File: src/hw/rtl/bems_pkg.sv
// ----------------------------------------------------------------------------
// bems_pkg
// Types and constants shared by the bilinear edge-mode sampler.
// ----------------------------------------------------------------------------
package bems_pkg;

	localparam int CW          = 9;   // texel index width
	localparam int QUEUE_DEPTH = 4;
	localparam int MAX_WIDTH   = 256;
	localparam int MAX_HEIGHT  = 256;

	localparam logic       ACT_WRITE  = 1'b0;
	localparam logic       ACT_SAMPLE = 1'b1;

	localparam logic [2:0] EDGE_TRANSPARENT = 3'd0;
	localparam logic [2:0] EDGE_BLACK       = 3'd1;
	localparam logic [2:0] EDGE_CLAMP       = 3'd2;
	localparam logic [2:0] EDGE_MIRROR      = 3'd3;
	localparam logic [2:0] EDGE_WRAP        = 3'd4;

	localparam logic [2:0] REG_IMAGE_WIDTH    = 3'd0;
	localparam logic [2:0] REG_IMAGE_HEIGHT   = 3'd1;
	localparam logic [2:0] REG_EDGE_MODE      = 3'd2;
	localparam logic [2:0] REG_SRC_PREMULT    = 3'd3;
	localparam logic [2:0] REG_SRC_HAS_ALPHA  = 3'd4;

	localparam logic [11:0] ONE_OUT    = 12'd4080;
	localparam logic [20:0] RECIP_255  = 21'd1052688; // floor(2^28 / 255)
	localparam logic [19:0] ROUND_BIAS = 20'd127;

	typedef struct packed {
		logic               action;
		logic [7:0]         texel_x;
		logic [7:0]         texel_y;
		logic [7:0]         texel_red;
		logic [7:0]         texel_green;
		logic [7:0]         texel_blue;
		logic [7:0]         texel_alpha;
		logic signed [19:0] coord_x;
		logic signed [19:0] coord_y;
	} req_t;

	typedef struct packed {
		logic [11:0] sample_red;
		logic [11:0] sample_green;
		logic [11:0] sample_blue;
		logic [11:0] sample_alpha;
	} rsp_t;

	typedef struct packed {
		logic [8:0] image_width;
		logic [8:0] image_height;
		logic [2:0] edge_mode;
		logic       source_premultiplied;
		logic       source_has_alpha;
	} cfg_t;

	typedef struct packed {
		logic          on_img;
		logic [CW-1:0] i0;
		logic [CW-1:0] i1;
		logic [7:0]    wt;
	} axis_t;

	// one classified item between front and back
	typedef struct packed {
		logic          is_write;
		logic          is_sample;
		logic          wr_ok;
		logic          outside;
		logic          alpha_one;
		logic [CW-1:0] x0;
		logic [CW-1:0] x1;
		logic [CW-1:0] y0;
		logic [CW-1:0] y1;
		logic [7:0]    wx;
		logic [7:0]    wy;
		logic [31:0]   data;
	} op_t;

	// sample info carried alongside the back pipeline
	typedef struct packed {
		logic       outside;
		logic       alpha_one;
		logic [7:0] wx;
		logic [7:0] wy;
		logic       px0;
		logic       px1;
		logic       py0;
		logic       py1;
	} meta_t;

endpackage

File: src/hw/rtl/bems_queue.sv
// ----------------------------------------------------------------------------
// bems_queue
// Short FIFO of classified items between front and back.
// ----------------------------------------------------------------------------
module bems_queue (
	input  logic          clk,
	input  logic          arst_n,
	input  logic          push,
	input  bems_pkg::op_t push_op,
	input  logic          pop,
	output bems_pkg::op_t head,
	output logic          not_empty,
	output logic          full
);
	import bems_pkg::*;

	localparam int PW = $clog2(QUEUE_DEPTH);

	op_t           entry_q [QUEUE_DEPTH];
	logic [PW-1:0] wptr_q, rptr_q;
	logic [PW:0]   count_q;

	assign head      = entry_q[rptr_q];
	assign not_empty = (count_q != '0);
	assign full      = (count_q == (PW+1)'(QUEUE_DEPTH));

	always_ff @(posedge clk or negedge arst_n) begin
		if (!arst_n) begin
			wptr_q  <= '0;
			rptr_q  <= '0;
			count_q <= '0;
		end else begin
			if (push) wptr_q <= wptr_q + 1'b1;
			if (pop)  rptr_q <= rptr_q + 1'b1;
			if (push && !pop) count_q <= count_q + 1'b1;
			else if (pop && !push) count_q <= count_q - 1'b1;
		end
	end

	always_ff @(posedge clk) begin
		if (push) entry_q[wptr_q] <= push_op;
	end

endmodule

File: config.mk
export PLATFORM = sky130hd
export DESIGN_NAME = bems_queue
export DESIGN_NICKNAME = d
export VERILOG_FILES = /design/src/hw/rtl/bems_pkg.sv /design/src/hw/rtl/bems_queue.sv
export SDC_FILE = /design/constraint.sdc
export NUM_CORES = 1
export LEC_CHECK = 0
export ABC_AREA = 0
export BUFFER_PORTS_ARGS = -buffer_cell sky130_fd_sc_hd__buf_4
export CORE_UTILIZATION = 30
export CTS_BUF_LIST = sky130_fd_sc_hd__clkbuf_8
export CTS_CLUSTER_SIZE = 24
export DETAILED_ROUTE_END_ITERATION = 7
export MAX_ROUTING_LAYER = met4
export PLACE_DENSITY = 0.53
export SLEW_MARGIN = 20
export SYNTH_ARGS = -nofsm -noshare
export SYNTH_HDL_FRONTEND = slang
export SYNTH_SLANG_ARGS = --single-unit
File: constraint.sdc
create_clock -name clk -period 3 [get_ports clk]
set_input_delay 0.15 -clock clk [delete_from_list [all_inputs] [get_ports clk]]
set_output_delay 0.15 -clock clk [all_outputs]
set_load 0.05 [all_outputs]
==> results.md <==
- The flow ran to the end, and the final reports show no timing, DRC or antenna violations.
- The number of enable-type register cells in the synthesized netlist is approximately 360.
- From synthesis to final layout, the design area changed by 31.6%.
- After floorplanning, the core was divided into 76 placement rows.
- The signal on the critical path passes through buf_12 > mux4_2 > buf_4.
- Timing would allow up to between 0.3 and 0.4 GHz.
- The worst-case vdd ir drop is 0.616 mV.
- Once the clock tree was built, the resizer swapped 0 gates to a different size.
- The net count after synthesis is 598.
- The post-cts hold buffer count is 93.
- After detailed routing, the total wire length is 26.9 mm.
- The area share of the largest cell type after synthesis is 80.2%.
- The via count of the first global-routing pass is 7145.
- The first detailed-routing pass ran for 4 iterations.
- The starting density of the core is 30.7%.
- The wire length on met3 is 1.54 mm.
- In the global route stage, overall resource usage came out at between 10% and 20%.
- The leakage power figure is 0.00610 µW.
- The number of clock buffers inserted by TritonCTS is 61.
- Averaged over all synthesized cells, the footprint is 26.7 µm².
- For the pin with the worst max-slew slack, the measured transition is 619 ps.
- The total clock sinks is about 360.
- The summed area of non-filler cells in the final layout is between 15000 and 20000 µm².
- The detailed router used layers up to and including met4.
- The final estimated routing congestion in global placement is slightly below 0.7.
- The half-perimeter wire length after detailed placement is 15.6 mm.
- Counting along the longest clock path gives a buffer depth of 3.
- Counting I/O delays and the setup requirement, the final critical path takes ~2600 ps.
- The startpoint-to-endpoint class of the critical path is reg -> out.
- In this run the power density over the cells is approximately 1100 nW/µm².
- Setup slack on the critical path of the routed design comes to 422 ps.
- The final layout contains 935 nets.
- The worst setup slack before clock tree synthesis is between 1000 and 1500 ps.
- The detailed router's first-iteration violation count is 359.
- The diode insertion count for antenna repair is 0.
- Of all nets on the critical path, the largest fanout is 35.
- The tightest hold path in the finished design has a slack of roughly 270 ps.
- The die covers ~45000 µm².
- The chip width is 213 µm.
- The die is 213 µm tall.
- The met1 wire length is around 12 mm.
- STA puts the critical path data required time at 2850 ps.
- The total vias in the final route is 6347.
- The endpoint kind of the worst setup timing path is a primary output.
- The count of warnings emitted by yosys is 0.
- The final critical-path share of the clock period is a little under nine tenths.
- The H-tree generated during clock tree synthesis spans 2 levels.
- The core region is 43500 µm².
- Setup violations remaining at the end of the flow were counted as 0.
- The cell with the most instances after synthesis is edfxtp_1.
- The initial antenna violation count is 0.
- The cell count after synthesis is about 500.
- Summing all placed instances gives a cell area of 15500 µm².
- The type of the most critical hold path is in -> reg.
- The total negative slack is 0 ps.
- The remaining antenna violation count after routing is 0.
- After synthesis the netlist holds a flip-flop and latch count of between 300 and 400.
- The arrival time of the worst setup path is around 2400 ps.
- In this design, the stage delay of the slowest critical-path cell is between 600 and 700 ps.
- The post-route clock skew is between 15 and 20 ps.
- Counting distinct cell types in the post-synthesis netlist gives 19.
- Entering global routing, the biggest net connects 42 pins.
- After detailed routing, the met2 layer carries 13.0 mm of wire.
- For this run, the leading register cell type out of synthesis is edfxtp_1.
- The biggest area consumer among synthesized cells is edfxtp_1.
- The count of buffers from port buffering is 183.
- The share of async-settable or async-resettable flops after synthesis is 1.93%.
- The max-slew violation total from the final report is 0.
- Of the cells placed in the final design, the portion with a size suffix greater than 1 is 41.6%.
- The remaining routing DRC violations is 0.
- The count of endpoints failing hold in the final timing report is 0.
- In the final routed layout, each cell accounts on average for 18.3 µm.
- The average via count per standard cell is ~4.3.
- The mapped netlist covers 13300 µm².
- Buffers added to address setup during post-CTS repair amount to 0.
- The later pin in the worst-skew pair is clocked with a latency of 630 ps.
- Summed over all layers, the global routing overflow is 0.
- By count the netlist is led by 356 x edfxtp_1, 89 x mux4_2, 9 x buf_12, 9 x buf_2, 7 x dfrtp_1.
- The relative slew slack is about three fifths.
- The root buffer cell is clkbuf_8.
- The CTS clock-pin slew for the worst setup and hold paths is 60 ps.
- For this design the top-level I/O count stands at around 180.
- TritonCTS built the clock tree.
- The sequential cell area fraction in the yosys report is 81.5%.
- The number of violations of the max-capacitance limit is 0.
- Setup repair after global routing left no endpoint under its margin.
- The slowest cell on the critical path is dfrtp_4.
- After layout, the design draws a total of 18600 µW.
- The first-pass GRT wire length is 41.2 mm.
- The kind of start point of the critical path is a flip-flop.
- Sorting the synthesized cells by area gives the leading types as edfxtp_1 80%, mux4_2 15%, buf_12 1.4%.
[final cells by class]
cell class                      count  area (µm²)
Clock buffer                       63         867
Clock inverter                     50         277
Fill cell                        3928       25900
Inverter                            4        15.0
Multi-Input combinational cell    112        2220
Sequential cell                   363       10900
Tap cell                          585         732
Timing Repair Buffer              294        2550
[metal layers]
metal | vias up | track usage (%)
met5 | - | -
met4 | 0 | 5.33
met1 | 3306 | 15.6
met3 | 47 | 3.47
li1 | 2846 | -
met2 | 148 | 19.6
[registers in the layout, summed over array words and instances (netlist names)]
register	cells
count_q	3
entry_q	356
rptr_q	2
wptr_q	2
[through the flow]
step	utilization, %	instances
6_report	40.3	1471
4_1_cts	40.3	1471
5_1_grt	40.3	1471
3_3_place_gp	35.6	1265
3_5_place_dp	35.6	1265
2_1_floorplan	-	499
[worst max-delay path, delay by kind of cell (launching register included)]
kind	cells	cell delay, ps
buffers and inverters	2	560
flip-flops	1	650
multiplexers	1	570
[worst paths after layout]
path	from	end	slack [ps]	cells past startpoint
worst max-delay path	rptr_q[0]	head[18]	420	3
worst min-delay path	push_op[62]	entry_q[3][62]	270	2
worst max register to register	wptr_q[0]	entry_q[0][77]	1170	4
worst min register to register	count_q[2]	count_q[2]	500	1
max in group asynchronous	arst_n	rptr_q[1]	2170	3
min in group asynchronous	arst_n	count_q[0]	530	3
[report_power, final]
group | total (µW) | internal [µW] | switching [µW]
Sequential | 7000 | 6630 | 366
Combinational | 7490 | 2670 | 4820
Clock | 4070 | 2190 | 1880
[cell usage in the layout, fill, tap and decap left out, types with 2 or more instances in the layout]
| cell type | n |
|---|---|
| and2_4 | 4 |
| nand2_1 | 2 |
| bufinv_16 | 3 |
| dfrtp_4 | 2 |
| mux4_2 | 89 |
| dfrtp_1 | 5 |
| clkinv_2 | 5 |
| buf_4 | 192 |
| clkinv_1 | 17 |
| buf_12 | 9 |
| ha_1 | 5 |
| inv_1 | 28 |
| xnor2_1 | 2 |
| edfxtp_1 | 356 |
| dlygate4sd3_1 | 93 |
| xor2_1 | 4 |
| clkbuf_8 | 63 |
[cell families after synthesis]
family | after synthesis | share of synthesized area (%)
mux | 90 | 15.1
compound gates | 1 | 0.0375
xor+xnor | 6 | 0.394
fa+ha+maj | 6 | 0.620
buf+inv | 24 | 1.92
simple gates | 9 | 0.376
flops | 363 | 81.5
(Power assumes the default switching activity.)
