===== config.mk =====
export PLATFORM = sky130hd
export DESIGN_NAME = bems_front
export DESIGN_NICKNAME = d
export VERILOG_FILES = /design/src/hw/rtl/bems_pkg.sv /design/src/hw/rtl/bems_front.sv
export SDC_FILE = /design/constraint.sdc
export NUM_CORES = 1
export LEC_CHECK = 0
export ABC_AREA = 1
export BUFFER_PORTS_ARGS = -buffer_cell sky130_fd_sc_hd__buf_4
export CELL_PAD_IN_SITES_DETAIL_PLACEMENT = 1
export CELL_PAD_IN_SITES_GLOBAL_PLACEMENT = 1
export CORE_UTILIZATION = 47
export DETAILED_ROUTE_END_ITERATION = 8
export GPL_TIMING_DRIVEN = 0
export PLACE_DENSITY_LB_ADDON = 0.1
export SLEW_MARGIN = 20
export SYNTH_ARGS = -nofsm -noshare
export SYNTH_HDL_FRONTEND = slang
export SYNTH_SLANG_ARGS = --single-unit

===== constraint.sdc =====
create_clock -name vclk -period 36.9
set_clock_uncertainty 0.2 [all_clocks]
set_input_delay 7.38 -clock vclk [all_inputs]
set_output_delay 7.38 -clock vclk [all_outputs]
set_load 0.01 [all_outputs]

===== src/hw/rtl/bems_pkg.sv =====
// ----------------------------------------------------------------------------
// bems_pkg
// Types and constants shared by the bilinear edge-mode sampler.
// ----------------------------------------------------------------------------
package bems_pkg;

	localparam int CW          = 9;   // texel index width
	localparam int QUEUE_DEPTH = 4;
	localparam int MAX_WIDTH   = 256;
	localparam int MAX_HEIGHT  = 256;

	localparam logic       ACT_WRITE  = 1'b0;
	localparam logic       ACT_SAMPLE = 1'b1;

	localparam logic [2:0] EDGE_TRANSPARENT = 3'd0;
	localparam logic [2:0] EDGE_BLACK       = 3'd1;
	localparam logic [2:0] EDGE_CLAMP       = 3'd2;
	localparam logic [2:0] EDGE_MIRROR      = 3'd3;
	localparam logic [2:0] EDGE_WRAP        = 3'd4;

	localparam logic [2:0] REG_IMAGE_WIDTH    = 3'd0;
	localparam logic [2:0] REG_IMAGE_HEIGHT   = 3'd1;
	localparam logic [2:0] REG_EDGE_MODE      = 3'd2;
	localparam logic [2:0] REG_SRC_PREMULT    = 3'd3;
	localparam logic [2:0] REG_SRC_HAS_ALPHA  = 3'd4;

	localparam logic [11:0] ONE_OUT    = 12'd4080;
	localparam logic [20:0] RECIP_255  = 21'd1052688; // floor(2^28 / 255)
	localparam logic [19:0] ROUND_BIAS = 20'd127;

	typedef struct packed {
		logic               action;
		logic [7:0]         texel_x;
		logic [7:0]         texel_y;
		logic [7:0]         texel_red;
		logic [7:0]         texel_green;
		logic [7:0]         texel_blue;
		logic [7:0]         texel_alpha;
		logic signed [19:0] coord_x;
		logic signed [19:0] coord_y;
	} req_t;

	typedef struct packed {
		logic [11:0] sample_red;
		logic [11:0] sample_green;
		logic [11:0] sample_blue;
		logic [11:0] sample_alpha;
	} rsp_t;

	typedef struct packed {
		logic [8:0] image_width;
		logic [8:0] image_height;
		logic [2:0] edge_mode;
		logic       source_premultiplied;
		logic       source_has_alpha;
	} cfg_t;

	typedef struct packed {
		logic          on_img;
		logic [CW-1:0] i0;
		logic [CW-1:0] i1;
		logic [7:0]    wt;
	} axis_t;

	// one classified item between front and back
	typedef struct packed {
		logic          is_write;
		logic          is_sample;
		logic          wr_ok;
		logic          outside;
		logic          alpha_one;
		logic [CW-1:0] x0;
		logic [CW-1:0] x1;
		logic [CW-1:0] y0;
		logic [CW-1:0] y1;
		logic [7:0]    wx;
		logic [7:0]    wy;
		logic [31:0]   data;
	} op_t;

	// sample info carried alongside the back pipeline
	typedef struct packed {
		logic       outside;
		logic       alpha_one;
		logic [7:0] wx;
		logic [7:0] wy;
		logic       px0;
		logic       px1;
		logic       py0;
		logic       py1;
	} meta_t;

endpackage


===== src/hw/rtl/bems_front.sv =====
// ----------------------------------------------------------------------------
// bems_front
// Classifies an item: texel write address check, or edge mode, texel-space
// scaling and clamping of a sample position into tap indexes and weights.
// ----------------------------------------------------------------------------
module bems_front (
	input  bems_pkg::req_t req,
	input  bems_pkg::cfg_t cfg,
	output bems_pkg::op_t  op
);
	import bems_pkg::*;

	function automatic logic [CW-1:0] limit_size(input logic [8:0] v, input int maxv);
		if (v == 9'd0) begin
			return 9'd1;
		end
		if (32'(v) > maxv) begin
			return 9'(maxv);
		end
		return v;
	endfunction

	function automatic axis_t tap_axis(input logic signed [19:0] p, input logic [CW-1:0] size,
		input logic [2:0] mode);
		axis_t             a;
		logic [16:0]       q;
		logic [25:0]       prod;
		logic signed [26:0] fs;
		logic [24:0]       hi;
		logic [24:0]       f;
		logic [9:0]        nxt;
		a.on_img = 1'b1;
		unique case (mode)
			EDGE_CLAMP: begin
				if (p < 0) q = 17'd0;
				else if (p > 20'sd65536) q = 17'h10000;
				else q = p[16:0];
			end
			EDGE_MIRROR: begin
				if (p[16:0] > 17'h10000) q = 17'(18'h20000 - {1'b0, p[16:0]});
				else q = p[16:0];
			end
			EDGE_WRAP: q = {1'b0, p[15:0]};
			default: begin
				a.on_img = (p >= 0) && (p <= 20'sd65536);
				q = p[16:0];
			end
		endcase
		prod = {9'b0, q} * {17'b0, size};
		fs   = $signed({1'b0, prod}) - 27'sd32768;
		hi   = {size - 9'd1, 16'b0};
		if (fs < 0) f = '0;
		else if (fs[25:0] > {1'b0, hi}) f = hi;
		else f = fs[24:0];
		a.i0 = f[24:16];
		a.wt = f[15:8];
		nxt  = {1'b0, a.i0} + 10'd1;
		a.i1 = (nxt < {1'b0, size}) ? nxt[8:0] : size - 9'd1;
		return a;
	endfunction

	logic [CW-1:0] size_x, size_y;
	axis_t         ax, ay;

	assign size_x = limit_size(cfg.image_width, MAX_WIDTH);
	assign size_y = limit_size(cfg.image_height, MAX_HEIGHT);
	assign ax     = tap_axis(req.coord_x, size_x, cfg.edge_mode);
	assign ay     = tap_axis(req.coord_y, size_y, cfg.edge_mode);

	always_comb begin
		op = '0;
		if (req.action == ACT_WRITE) begin
			op.is_write = 1'b1;
			op.wr_ok    = (32'(req.texel_x) < MAX_WIDTH) && (32'(req.texel_y) < MAX_HEIGHT);
			op.x0       = {1'b0, req.texel_x};
			op.x1       = {1'b0, req.texel_x};
			op.y0       = {1'b0, req.texel_y};
			op.y1       = {1'b0, req.texel_y};
			op.data     = {req.texel_alpha, req.texel_blue, req.texel_green, req.texel_red};
		end else begin
			op.is_sample = 1'b1;
			op.outside   = !(ax.on_img && ay.on_img);
			op.alpha_one = (cfg.edge_mode == EDGE_BLACK);
			op.x0        = ax.i0;
			op.x1        = ax.i1;
			op.y0        = ay.i0;
			op.y1        = ay.i1;
			op.wx        = ax.wt;
			op.wy        = ay.wt;
		end
	end

endmodule


==> flow_summary.html, run 1 <==
<table>
<tr><th>Metric</th><th>Value</th></tr>
<tr><th colspan="2">Run status</th></tr>
<tr><td>Outcome</td><td>completed</td></tr>
<tr><th colspan="2">Power</th></tr>
<tr><td>Total internal power</td><td>372 µW</td></tr>
<tr><td>Sequential power share</td><td>0%</td></tr>
<tr><td>Maximum vdd ir drop</td><td>32.1 µV</td></tr>
<tr><td>Fraction of power spent switching nets</td><td>63.6%</td></tr>
<tr><td>Total power divided by cell area</td><td>62.6 nW/µm²</td></tr>
<tr><td>Standby leakage power</td><td>9.39 nW</td></tr>
<tr><td>Combinational share of power</td><td>100.0%</td></tr>
<tr><td>Psw</td><td>650 µW</td></tr>
<tr><td>Clock network power share</td><td>0%</td></tr>
<tr><th colspan="2">GRT</th></tr>
<tr><td>Initial antenna violation count</td><td>1</td></tr>
<tr><td>Wire length of the first global-routing pass</td><td>80700 µm</td></tr>
<tr><td>Maximum number of pins on one net before global-route repair</td><td>12</td></tr>
<tr><td>Vias in the first global route</td><td>15800</td></tr>
<tr><td>Global-route usage over all layers</td><td>32.7%</td></tr>
<tr><td>Residual overflow from global routing</td><td>0</td></tr>
<tr><th colspan="2">Synthesis</th></tr>
<tr><td>Net count after synthesis</td><td>2667</td></tr>
<tr><td>Synthesized cell area</td><td>14400 µm²</td></tr>
<tr><td>Number of cells produced by synthesis</td><td>2159</td></tr>
<tr><td>Post-synth cell types</td><td>51</td></tr>
<tr><td>Cell taking the most area after synthesis</td><td>sky130_fd_sc_hd__fa_1</td></tr>
<tr><td>Leading post-synthesis cells by cell area</td><td>sky130_fd_sc_hd__fa_1, sky130_fd_sc_hd__ha_1, sky130_fd_sc_hd__nand2_1, sky130_fd_sc_hd__inv_1, sky130_fd_sc_hd__nor2_1</td></tr>
<tr><td>Total number of yosys warnings</td><td>0</td></tr>
<tr><td>Part of the Yosys area used for sequential elements</td><td>0%</td></tr>
<tr><td>Synthesized area per cell</td><td>6.65 µm²</td></tr>
<tr><td>Post-synth top area share</td><td>29.3%</td></tr>
<tr><th colspan="2">Floorplanning</th></tr>
<tr><td>Initial cell density of the core</td><td>48.1%</td></tr>
<tr><td>Placement Rows</td><td>63</td></tr>
<tr><td>Die Y-Extent</td><td>177 µm</td></tr>
<tr><td>Overall die width</td><td>177 µm</td></tr>
<tr><td>Placeable Area</td><td>29900 µm²</td></tr>
<tr><td>Die area</td><td>31200 µm²</td></tr>
<tr><td>Top Ports</td><td>201</td></tr>
<tr><th colspan="2">Timing</th></tr>
<tr><td>Worst slew margin relative to its limit</td><td>31.7%</td></tr>
<tr><td>Final Hold Vio Count</td><td>0</td></tr>
<tr><td>Setup repair after global routing missed its margin</td><td>false</td></tr>
<tr><td>Pin slew with the least headroom to its limit</td><td>1.01 ns</td></tr>
<tr><td>Shortest period the worst path allows</td><td>26.35 ns</td></tr>
<tr><td>Final setup violation count</td><td>0</td></tr>
<tr><td>Final period util</td><td>71.4%</td></tr>
<tr><td>Max Freq</td><td>0.0380 GHz</td></tr>
<tr><td>Setup_tns</td><td>0 ns</td></tr>
<tr><td>Pins over their slew limit</td><td>0</td></tr>
<tr><th colspan="2">Setup path</th></tr>
<tr><td>Startpoint of the most critical setup path</td><td>req[1]</td></tr>
<tr><td>CP peak stage delay</td><td>0.55 ns</td></tr>
<tr><td>Worst path buffer plus inverter count</td><td>12</td></tr>
<tr><td>Required time of the critical path</td><td>29.32 ns</td></tr>
<tr><td>Max FO, Critical Path</td><td>10</td></tr>
<tr><td>Critical Path AT</td><td>18.77 ns</td></tr>
<tr><td>Path type of the worst setup path</td><td>in2out</td></tr>
<tr><td>Cell type group with the largest total delay on the critical path</td><td>simple AND/OR/NAND/NOR gates</td></tr>
<tr><td>CP Capture Type</td><td>primary output</td></tr>
<tr><td>Most numerous cell on the critical path</td><td>sky130_fd_sc_hd__nand2_1</td></tr>
<tr><td>Crit-path slowest cell</td><td>sky130_fd_sc_hd__fa_1</td></tr>
<tr><td>Startpoint types</td><td>input pin</td></tr>
<tr><th colspan="2">Flow run</th></tr>
<tr><td>Maximum capacitance violations</td><td>0</td></tr>
<tr><th colspan="2">Place</th></tr>
<tr><td>Placer's final routability congestion estimate</td><td>0.927</td></tr>
<tr><td>Sum of net half-perimeters after detailed placement</td><td>45000 µm</td></tr>
<tr><td>Cell total after placement</td><td>2744</td></tr>
<tr><td>IO Port Bufs</td><td>195</td></tr>
<tr><th colspan="2">Clocking</th></tr>
<tr><td>Resize count post-CTS</td><td>0</td></tr>
<tr><td>Post-CTS setup buffer count</td><td>0</td></tr>
<tr><td>Post-cts hold buffer count</td><td>0</td></tr>
<tr><th colspan="2">Cells and area</th></tr>
<tr><td>Layout clock buffers</td><td>0</td></tr>
<tr><td>Number of nets in the finished design</td><td>2864</td></tr>
<tr><td>Number of filler cells placed in the layout</td><td>4114</td></tr>
<tr><td>Area of the multi-input gates</td><td>12400 µm²</td></tr>
<tr><td>Fraction of layout instances using a drive strength above 1</td><td>12.4%</td></tr>
<tr><td>P&amp;R area growth vs syn</td><td>13.6%</td></tr>
<tr><td>Post-route non-filler standard cell count</td><td>2745</td></tr>
<tr><td>Flip-flop and latch area</td><td>0 µm²</td></tr>
<tr><td>Flip-flop and latch count</td><td>0</td></tr>
<tr><th colspan="2">Worst hold path</th></tr>
<tr><td>Hold Crit Start</td><td>req[88]</td></tr>
<tr><td>Class of the worst hold path</td><td>in2out</td></tr>
<tr><th colspan="2">Detailed routing</th></tr>
<tr><td>DR pass1 iterations</td><td>5</td></tr>
<tr><td>Post-route DRC violation count</td><td>0</td></tr>
<tr><td>Routed vias/inst</td><td>5.43</td></tr>
<tr><td>Average routed wire per standard cell</td><td>18.5 µm</td></tr>
<tr><td>Total Wirelength</td><td>50700 µm</td></tr>
<tr><td>Starting DRT DRC Count</td><td>745</td></tr>
<tr><td>Post-route ant nets</td><td>0</td></tr>
<tr><td>Overall via count from detail_route</td><td>14900</td></tr>
</table>
-- cell usage in the layout (no fill, tap or decap), types with 8 or more instances in the layout --
| cell | count |
|---|---|
| sky130_fd_sc_hd__o21ai_0 | 73 |
| sky130_fd_sc_hd__buf_4 | 197 |
| sky130_fd_sc_hd__xnor2_1 | 11 |
| sky130_fd_sc_hd__nand2_1 | 512 |
| sky130_fd_sc_hd__ha_1 | 186 |
| sky130_fd_sc_hd__xor2_1 | 29 |
| sky130_fd_sc_hd__a21oi_1 | 61 |
| sky130_fd_sc_hd__buf_2 | 8 |
| sky130_fd_sc_hd__o21ai_1 | 19 |
| sky130_fd_sc_hd__nor2_1 | 280 |
| sky130_fd_sc_hd__nand3b_1 | 10 |
| sky130_fd_sc_hd__nor2_2 | 13 |
| sky130_fd_sc_hd__nor3_1 | 23 |
| sky130_fd_sc_hd__fa_1 | 210 |
| sky130_fd_sc_hd__nand3_1 | 103 |
| sky130_fd_sc_hd__nand3_2 | 8 |
| sky130_fd_sc_hd__nand4_1 | 23 |
| sky130_fd_sc_hd__nand2_2 | 26 |
| sky130_fd_sc_hd__inv_1 | 441 |
| sky130_fd_sc_hd__clkbuf_1 | 29 |
| sky130_fd_sc_hd__inv_2 | 12 |
| sky130_fd_sc_hd__a21o_1 | 11 |
-- power by group through the flow --
stage                     Sequential [mW]      Clock, mW  Combinational (mW)
after floorplan                         0              0               0.710
after global placement                  0              0               0.960
after detailed placement                0              0                1.01
after CTS                               0              0                1.01
after global routing                    0  0.00000000364                1.14
final                                   0  0.00000000366                1.02
-- path summary, 6_finish.rpt --
kind              depth (start not counted)  endpoint
hold / removal                            2    op[87]
setup / recovery                         65    op[53]
-- cells in the mapped netlist, types with 13 or more instances --
cell                         n
sky130_fd_sc_hd__fa_1      210
sky130_fd_sc_hd__ha_1      186
sky130_fd_sc_hd__nand2_2    26
sky130_fd_sc_hd__nor2_1    280
sky130_fd_sc_hd__xor2_1     29
sky130_fd_sc_hd__nand3_1   103
sky130_fd_sc_hd__nand2_1   512
sky130_fd_sc_hd__inv_1     441
sky130_fd_sc_hd__o21ai_0    77
sky130_fd_sc_hd__clkbuf_1   29
sky130_fd_sc_hd__nand4_1    23
sky130_fd_sc_hd__o21ai_1    15
sky130_fd_sc_hd__a21oi_1    61
sky130_fd_sc_hd__nor2_2     13
sky130_fd_sc_hd__nor3_1     23
-- per-stage QoR --
| step | instance area, µm² | utilization (%) | total power [mW] | setup WS [ns] | hold slack (ns) |
|---|---|---|---|---|---|
| 6_report | 16300 | 54.6 | 1.02 | 10.55 | 14.74 |
| 5_1_grt | 16300 | 54.6 | 1.14 | 9.69 | 14.75 |
| 4_1_cts | 16300 | 54.6 | 1.01 | 10.65 | 14.74 |
| 3_5_place_dp | 16300 | 54.6 | 1.01 | 10.67 | 14.74 |
| 3_3_place_gp | 16300 | 54.6 | 0.960 | 10.99 | 14.74 |
| 2_1_floorplan | 14400 | - | 0.710 | 12.85 | 14.61 |
-- kinds of logic after synthesis --
family	count (synthesis)	share of synthesized area, %
adder cells (fa/ha/maj)	396	45.5
XOR/XNOR	42	2.67
AND/OR/NAND/NOR	1017	30.4
buffers and inverters	503	13.4
AO/OA/AOI/OAI	201	7.98
-- final cells by class --
type / count / share of cell area [%]
multi-input cells: 1656 / 76.2
inverters: 460 / 10.6
repair buffers: 195 / 8.98
well taps: 390 / 2.99
plain buffers: 43 / 1.21
diodes: 1 / 0.0153
-- layer usage --
metal / up-vias / wire length [µm] / GRT usage [%]
li1: 7020 / - / -
met1: 7359 / 22600 / 44.0
met2: 471 / 24000 / 55.7
met3: 68 / 3170 / 4.57
met4: 0 / 910 / 6.72
met5: - / 0 / 0
No activity file was read; power rests on OpenSTA's default activity.
==> inputs of run 2 (changes only) <==
--- a/config.mk
+++ b/config.mk
@@ -9,7 +9,7 @@
 export BUFFER_PORTS_ARGS = -buffer_cell sky130_fd_sc_hd__buf_4
 export CELL_PAD_IN_SITES_DETAIL_PLACEMENT = 1
 export CELL_PAD_IN_SITES_GLOBAL_PLACEMENT = 1
-export CORE_UTILIZATION = 47
+export CORE_UTILIZATION = 44
 export DETAILED_ROUTE_END_ITERATION = 8
 export GPL_TIMING_DRIVEN = 0
 export PLACE_DENSITY_LB_ADDON = 0.1
==> constraint.sdc (replaced) <==
create_clock -name vclk -period 26.1
set_clock_uncertainty 0.2 [all_clocks]
set_input_delay 5.22 -clock vclk [all_inputs]
set_output_delay 5.22 -clock vclk [all_outputs]
set_load 0.01 [all_outputs]
==> flow_summary.html, run 2 (synthesis results as in run 1) <==
<table>
<tr><th>Metric</th><th>Value</th></tr>
<tr><th colspan="2">Run status</th></tr>
<tr><td>Outcome</td><td>completed (unchanged)</td></tr>
<tr><th colspan="2">Floorplanning</th></tr>
<tr><td>Top Ports</td><td>201 (unchanged)</td></tr>
<tr><td>Placement Rows</td><td>65 (was 63)</td></tr>
<tr><td>Die area</td><td>33400 µm² (was 31200 µm²)</td></tr>
<tr><td>Die Y-Extent</td><td>183 µm (was 177 µm)</td></tr>
<tr><td>Placeable Area</td><td>31800 µm² (was 29900 µm²)</td></tr>
<tr><td>Overall die width</td><td>183 µm (was 177 µm)</td></tr>
<tr><td>Initial cell density of the core</td><td>45.1% (was 48.1%)</td></tr>
<tr><th colspan="2">GRT</th></tr>
<tr><td>Vias in the first global route</td><td>15900 (was 15800)</td></tr>
<tr><td>Residual overflow from global routing</td><td>0 (unchanged)</td></tr>
<tr><td>Maximum number of pins on one net before global-route repair</td><td>12 (unchanged)</td></tr>
<tr><td>Wire length of the first global-routing pass</td><td>79800 µm (was 80700 µm)</td></tr>
<tr><td>Initial antenna violation count</td><td>3 (was 1)</td></tr>
<tr><td>Global-route usage over all layers</td><td>30.1% (was 32.7%)</td></tr>
<tr><th colspan="2">Setup path</th></tr>
<tr><td>Critical Path AT</td><td>16.55 ns (was 18.77 ns)</td></tr>
<tr><td>CP Depth</td><td>67 (was 65)</td></tr>
<tr><td>Cell type group with the largest total delay on the critical path</td><td>simple AND/OR/NAND/NOR gates (unchanged)</td></tr>
<tr><td>Worst path buffer plus inverter count</td><td>12 (unchanged)</td></tr>
<tr><td>CP Capture Type</td><td>primary output (unchanged)</td></tr>
<tr><td>Most numerous cell on the critical path</td><td>sky130_fd_sc_hd__nand2_1 (unchanged)</td></tr>
<tr><td>Crit-path slowest cell</td><td>sky130_fd_sc_hd__fa_1 (unchanged)</td></tr>
<tr><td>Path type of the worst setup path</td><td>in2out (unchanged)</td></tr>
<tr><td>Required time of the critical path</td><td>20.68 ns (was 29.32 ns)</td></tr>
<tr><td>Max FO, Critical Path</td><td>10 (unchanged)</td></tr>
<tr><td>Startpoint types</td><td>input pin (unchanged)</td></tr>
<tr><td>CP peak stage delay</td><td>0.56 ns (was 0.55 ns)</td></tr>
<tr><td>Startpoint of the most critical setup path</td><td>req[1] (unchanged)</td></tr>
<tr><th colspan="2">Cells and area</th></tr>
<tr><td>Most common library cell in the layout ignoring fill and taps</td><td>sky130_fd_sc_hd__nand2_1 (unchanged)</td></tr>
<tr><td>Number of nets in the finished design</td><td>2864 (unchanged)</td></tr>
<tr><td>P&amp;R area growth vs syn</td><td>14.0% (was 13.6%)</td></tr>
<tr><td>Top library cells by usage in the layout, fill and taps aside</td><td>sky130_fd_sc_hd__nand2_1, sky130_fd_sc_hd__inv_1, sky130_fd_sc_hd__nor2_1 (unchanged)</td></tr>
<tr><td>Flip-flop and latch area</td><td>0 µm² (unchanged)</td></tr>
<tr><td>Fraction of layout instances using a drive strength above 1</td><td>12.4% (unchanged)</td></tr>
<tr><td>Cell area after layout</td><td>16400 µm² (was 16300 µm²)</td></tr>
<tr><td>Layout clock buffers</td><td>0 (unchanged)</td></tr>
<tr><td>Utilization after layout</td><td>51.5% (was 54.6%)</td></tr>
<tr><td>Flip-flop and latch count</td><td>0 (unchanged)</td></tr>
<tr><th colspan="2">Detailed routing</th></tr>
<tr><td>Average routed wire per standard cell</td><td>17.9 µm (was 18.5 µm)</td></tr>
<tr><td>Overall via count from detail_route</td><td>14900 (about the same)</td></tr>
<tr><td>Total Wirelength</td><td>49900 µm (was 50700 µm)</td></tr>
<tr><td>Post-route DRC violation count</td><td>0 (unchanged)</td></tr>
<tr><td>Routed vias/inst</td><td>5.32 (was 5.43)</td></tr>
<tr><td>DR pass1 iterations</td><td>4 (was 5)</td></tr>
<tr><td>Starting DRT DRC Count</td><td>856 (was 745)</td></tr>
<tr><td>Post-route ant nets</td><td>0 (unchanged)</td></tr>
<tr><th colspan="2">Timing</th></tr>
<tr><td>Max Freq</td><td>0.0455 GHz</td></tr>
<tr><td>Setup_tns</td><td>0 ns (unchanged)</td></tr>
<tr><td>Final setup violation count</td><td>0 (unchanged)</td></tr>
<tr><td>Final period util</td><td>84.2%</td></tr>
<tr><td>Shortest period the worst path allows</td><td>21.97 ns</td></tr>
<tr><td>Final Hold Vio Count</td><td>0 (unchanged)</td></tr>
<tr><td>Worst slew margin relative to its limit</td><td>19.2% (was 31.7%)</td></tr>
<tr><td>Setup repair after global routing missed its margin</td><td>false (unchanged)</td></tr>
<tr><td>Pin slew with the least headroom to its limit</td><td>1.20 ns (was 1.01 ns)</td></tr>
<tr><td>Pins over their slew limit</td><td>0 (unchanged)</td></tr>
<tr><th colspan="2">Worst hold path</th></tr>
<tr><td>Cell count of the worst hold path</td><td>2 (unchanged)</td></tr>
<tr><td>Hold Crit Start</td><td>req[88] (unchanged)</td></tr>
<tr><td>Class of the worst hold path</td><td>in2out (unchanged)</td></tr>
<tr><th colspan="2">Clocking</th></tr>
<tr><td>Post-CTS setup buffer count</td><td>0 (unchanged)</td></tr>
<tr><td>Resize count post-CTS</td><td>0 (unchanged)</td></tr>
<tr><td>Post-cts hold buffer count</td><td>0 (unchanged)</td></tr>
<tr><th colspan="2">Place</th></tr>
<tr><td>Placed Instance Area</td><td>16400 µm² (was 16300 µm²)</td></tr>
<tr><td>Sum of net half-perimeters after detailed placement</td><td>44700 µm (was 45000 µm)</td></tr>
<tr><td>IO Port Bufs</td><td>195 (unchanged)</td></tr>
<tr><td>Placer's final routability congestion estimate</td><td>0.921 (was 0.927)</td></tr>
<tr><th colspan="2">Power</th></tr>
<tr><td>Maximum vdd ir drop</td><td>43.1 µV (was 32.1 µV)</td></tr>
<tr><td>Standby leakage power</td><td>9.39 nW (about the same)</td></tr>
<tr><td>Total power divided by cell area</td><td>87.9 nW/µm² (was 62.6 nW/µm²)</td></tr>
<tr><th colspan="2">Flow run</th></tr>
<tr><td>Maximum capacitance violations</td><td>0 (unchanged)</td></tr>
</table>
-- run 2: cell count changes in the layout (fill, tap and decap cells not counted) --
cell / before / now
sky130_fd_sc_hd__diode_2: 1 / 3
sky130_fd_sc_hd__o21ai_0: 73 / 71
sky130_fd_sc_hd__o21ai_1: 19 / 21
-- run 2: cell type report --
cell class | instances | area, µm²
fillers | 4341 | 15400
multi-input cells | 1656 | 12400
inverters | 460 | 1730
repair buffers | 195 | 1460
well taps | 435 | 544
plain buffers | 43 | 198
diodes | 3 | 7.51
-- run 2: worst paths after layout --
check | end
worst max-delay path | op[56]
worst min-delay path | op[87]
-- run 2: per-stage QoR --
step,power [mW],instances,hold slack [ns],setup slack [ns]
after global placement,1.37,2789,10.42,4.52
final,1.44,2792,10.42,4.13
after detailed placement,1.42,2789,10.42,4.22
after CTS,1.43,2789,10.42,4.21
after floorplan,1.00,2159,10.29,6.37
after global routing,1.61,2792,10.43,3.17
-- run 2: layer usage --
metal | GRT usage (%) | routed length [µm] | vias up | share of wire, %
li1 | - | - | 7028 | -
met1 | 40.3 | 22500 | 7328 | 45
met3 | 4.39 | 3350 | 56 | 6.7
met2 | 51.5 | 23300 | 454 | 47
met4 | 5.98 | 791 | 0 | 1.6
met5 | 0 | 0 | - | 0
-- run 2: where the power goes --
| part | total (mW) | leakage [nW] | switching (mW) | internal, mW |
|---|---|---|---|---|
| Clock | 0.0000000155 | 0.0000190 | 0 | 0.0000000155 |
| Sequential | 0 | 0 | 0 | 0 |
| Combinational | 1.44 | 9.39 | 0.915 | 0.523 |
| Total | 1.44 | 9.39 | 0.915 | 0.523 |
==> inputs of run 3 (changes only) <==
--- a/config.mk
+++ b/config.mk
@@ -9,7 +9,7 @@
 export BUFFER_PORTS_ARGS = -buffer_cell sky130_fd_sc_hd__buf_4
 export CELL_PAD_IN_SITES_DETAIL_PLACEMENT = 1
 export CELL_PAD_IN_SITES_GLOBAL_PLACEMENT = 1
-export CORE_UTILIZATION = 44
+export CORE_UTILIZATION = 40
 export DETAILED_ROUTE_END_ITERATION = 8
 export GPL_TIMING_DRIVEN = 0
 export PLACE_DENSITY_LB_ADDON = 0.1
==> constraint.sdc (replaced) <==
create_clock -name vclk -period 19.74
set_clock_uncertainty 0.2 [all_clocks]
set_input_delay 3.948 -clock vclk [all_inputs]
set_output_delay 3.948 -clock vclk [all_outputs]
set_load 0.01 [all_outputs]
==> flow_summary.html, run 3 (synthesis results as in run 1) <==
<table>
<tr><th>Metric</th><th>Value</th></tr>
<tr><th colspan="2">Setup path</th></tr>
<tr><td>Crit-path slowest cell</td><td>sky130_fd_sc_hd__o21ai_1 (was sky130_fd_sc_hd__fa_1)</td></tr>
<tr><td>CP peak stage delay</td><td>0.61 ns (was 0.56 ns)</td></tr>
<tr><td>Path type of the worst setup path</td><td>in2out (unchanged)</td></tr>
<tr><td>Most numerous cell on the critical path</td><td>sky130_fd_sc_hd__nand2_1 (unchanged)</td></tr>
<tr><td>CP Capture Type</td><td>primary output (unchanged)</td></tr>
<tr><td>Startpoint types</td><td>input pin (unchanged)</td></tr>
<tr><td>Max FO, Critical Path</td><td>10 (unchanged)</td></tr>
<tr><td>Critical Path AT</td><td>14.75 ns (was 16.55 ns)</td></tr>
<tr><td>Worst path buffer plus inverter count</td><td>11 (was 12)</td></tr>
<tr><td>Required time of the critical path</td><td>15.59 ns (was 20.68 ns)</td></tr>
<tr><td>Cell type group with the largest total delay on the critical path</td><td>simple AND/OR/NAND/NOR gates (unchanged)</td></tr>
<tr><th colspan="2">Detailed routing</th></tr>
<tr><td>Overall via count from detail_route</td><td>14700 (was 14900)</td></tr>
<tr><td>Met2 Routed Length</td><td>23400 µm (was 23300 µm)</td></tr>
<tr><td>Met3 wire length</td><td>2800 µm (was 3350 µm)</td></tr>
<tr><td>Post-route ant nets</td><td>0 (unchanged)</td></tr>
<tr><td>Met1 routed wirelength after detailed routing</td><td>23000 µm (was 22500 µm)</td></tr>
<tr><td>DR pass1 iterations</td><td>4 (unchanged)</td></tr>
<tr><td>Starting DRT DRC Count</td><td>576 (was 856)</td></tr>
<tr><td>Routed vias/inst</td><td>5.21 (was 5.32)</td></tr>
<tr><td>Total Wirelength</td><td>50100 µm (was 49900 µm)</td></tr>
<tr><td>Post-route DRC violation count</td><td>0 (unchanged)</td></tr>
<tr><td>Top sig layer</td><td>met4 (unchanged)</td></tr>
<tr><td>Average routed wire per standard cell</td><td>17.8 µm (was 17.9 µm)</td></tr>
<tr><th colspan="2">Cells and area</th></tr>
<tr><td>P&amp;R area growth vs syn</td><td>14.6% (was 14.0%)</td></tr>
<tr><td>Layout clock buffers</td><td>0 (unchanged)</td></tr>
<tr><td>Fraction of layout instances using a drive strength above 1</td><td>13.0% (was 12.4%)</td></tr>
<tr><td>Utilization after layout</td><td>46.4% (was 51.5%)</td></tr>
<tr><td>Flip-flop and latch count</td><td>0 (unchanged)</td></tr>
<tr><td>Flip-flop and latch area</td><td>0 µm² (unchanged)</td></tr>
<tr><td>Top library cells by usage in the layout, fill and taps aside</td><td>sky130_fd_sc_hd__nand2_1, sky130_fd_sc_hd__inv_1, sky130_fd_sc_hd__nor2_1 (unchanged)</td></tr>
<tr><td>Number of nets in the finished design</td><td>2864 (unchanged)</td></tr>
<tr><td>Number of filler cells placed in the layout</td><td>4781 (was 4341)</td></tr>
<tr><td>Antenna diodes</td><td>0 (was 3)</td></tr>
<tr><td>Most common library cell in the layout ignoring fill and taps</td><td>sky130_fd_sc_hd__nand2_1 (unchanged)</td></tr>
<tr><th colspan="2">Flow run</th></tr>
<tr><td>Maximum capacitance violations</td><td>0 (unchanged)</td></tr>
<tr><th colspan="2">Power</th></tr>
<tr><td>Design Power</td><td>1.91 mW (was 1.44 mW)</td></tr>
<tr><td>Standby leakage power</td><td>9.41 nW (was 9.39 nW)</td></tr>
<tr><td>Maximum vdd ir drop</td><td>94.5 µV (was 43.1 µV)</td></tr>
<tr><td>Total power divided by cell area</td><td>116 nW/µm² (was 87.9 nW/µm²)</td></tr>
<tr><th colspan="2">Timing</th></tr>
<tr><td>Pin slew with the least headroom to its limit</td><td>1.13 ns (was 1.20 ns)</td></tr>
<tr><td>Pins over their slew limit</td><td>0 (unchanged)</td></tr>
<tr><td>Final setup violation count</td><td>0 (unchanged)</td></tr>
<tr><td>Worst slew margin relative to its limit</td><td>24.5% (was 19.2%)</td></tr>
<tr><td>Shortest period the worst path allows</td><td>18.90 ns</td></tr>
<tr><td>Setup repair after global routing missed its margin</td><td>false (unchanged)</td></tr>
<tr><td>Final Hold Vio Count</td><td>0 (unchanged)</td></tr>
<tr><td>Final period util</td><td>95.7%</td></tr>
<tr><td>Setup_tns</td><td>0 ns (unchanged)</td></tr>
<tr><td>Max Freq</td><td>0.0529 GHz</td></tr>
<tr><th colspan="2">Clocking</th></tr>
<tr><td>Post-cts hold buffer count</td><td>0 (unchanged)</td></tr>
<tr><td>Post-CTS setup buffer count</td><td>0 (unchanged)</td></tr>
<tr><th colspan="2">GRT</th></tr>
<tr><td>Wire length of the first global-routing pass</td><td>80400 µm (was 79800 µm)</td></tr>
<tr><td>Initial antenna violation count</td><td>1 (was 3)</td></tr>
<tr><td>Vias in the first global route</td><td>15600 (was 15900)</td></tr>
<tr><td>Maximum number of pins on one net before global-route repair</td><td>12 (unchanged)</td></tr>
<tr><td>Global-route usage over all layers</td><td>27.6% (was 30.1%)</td></tr>
<tr><td>Residual overflow from global routing</td><td>0 (unchanged)</td></tr>
<tr><th colspan="2">Floorplanning</th></tr>
<tr><td>Die Y-Extent</td><td>191 µm (was 183 µm)</td></tr>
<tr><td>Overall die width</td><td>191 µm (was 183 µm)</td></tr>
<tr><td>Top Ports</td><td>201 (unchanged)</td></tr>
<tr><td>Placeable Area</td><td>35500 µm² (was 31800 µm²)</td></tr>
<tr><td>Placement Rows</td><td>69 (was 65)</td></tr>
<tr><td>Initial cell density of the core</td><td>40.5% (was 45.1%)</td></tr>
<tr><td>Die area</td><td>36600 µm² (was 33400 µm²)</td></tr>
<tr><th colspan="2">Worst hold path</th></tr>
<tr><td>Class of the worst hold path</td><td>in2out (unchanged)</td></tr>
<tr><th colspan="2">Place</th></tr>
<tr><td>Placer's final routability congestion estimate</td><td>0.890 (was 0.921)</td></tr>
<tr><td>Sum of net half-perimeters after detailed placement</td><td>44900 µm (was 44700 µm)</td></tr>
<tr><td>IO Port Bufs</td><td>195 (unchanged)</td></tr>
<tr><th colspan="2">Run status</th></tr>
<tr><td>Outcome</td><td>completed (unchanged)</td></tr>
</table>
==> run 3: worst paths after layout <==
path	from	end	cells after the start
max	req[21]	op[71]	59
min	req[88]	op[87]	2
==> run 3: cell type report <==
class,count,area [µm²],area share [%]
Multi-Input combinational cell,1656,12500,75.9
Buffer,43,198,1.20
Timing Repair Buffer,195,1460,8.90
Tap cell,461,577,3.51
Inverter,460,1730,10.5
==> run 3: metrics by stage <==
stage	instance area, µm²	hold WS [ns]	cells	worst slack (ns)
global route	16500	7.89	2815	0.0258
global placement	16400	7.89	2815	0.546
finish	16500	7.88	2815	0.842
detailed placement	16400	7.89	2815	0.345
floorplan	14400	7.75	2159	2.56
CTS	16400	7.89	2815	0.313
==> run 3: report_power, final <==
group	internal (mW)	switching (mW)	total, mW
Combinational	0.694	1.21	1.91
Clock	0	0	0
Sequential	0	0	0
==> run 3: repair_timing <==
item	4_1_cts	5_1_grt
endpoints found under the hold margin	0	0
gates resized for setup	0	23
setup endpoints to repair	0	18
==> run 3: layer usage <==
metal / GRT usage, % / up-vias
li1: - / 7023
met1: 37.6 / 7254
met2: 46.9 / 359
met3: 3.87 / 43
met4: 4.58 / 0
met5: 0 / -
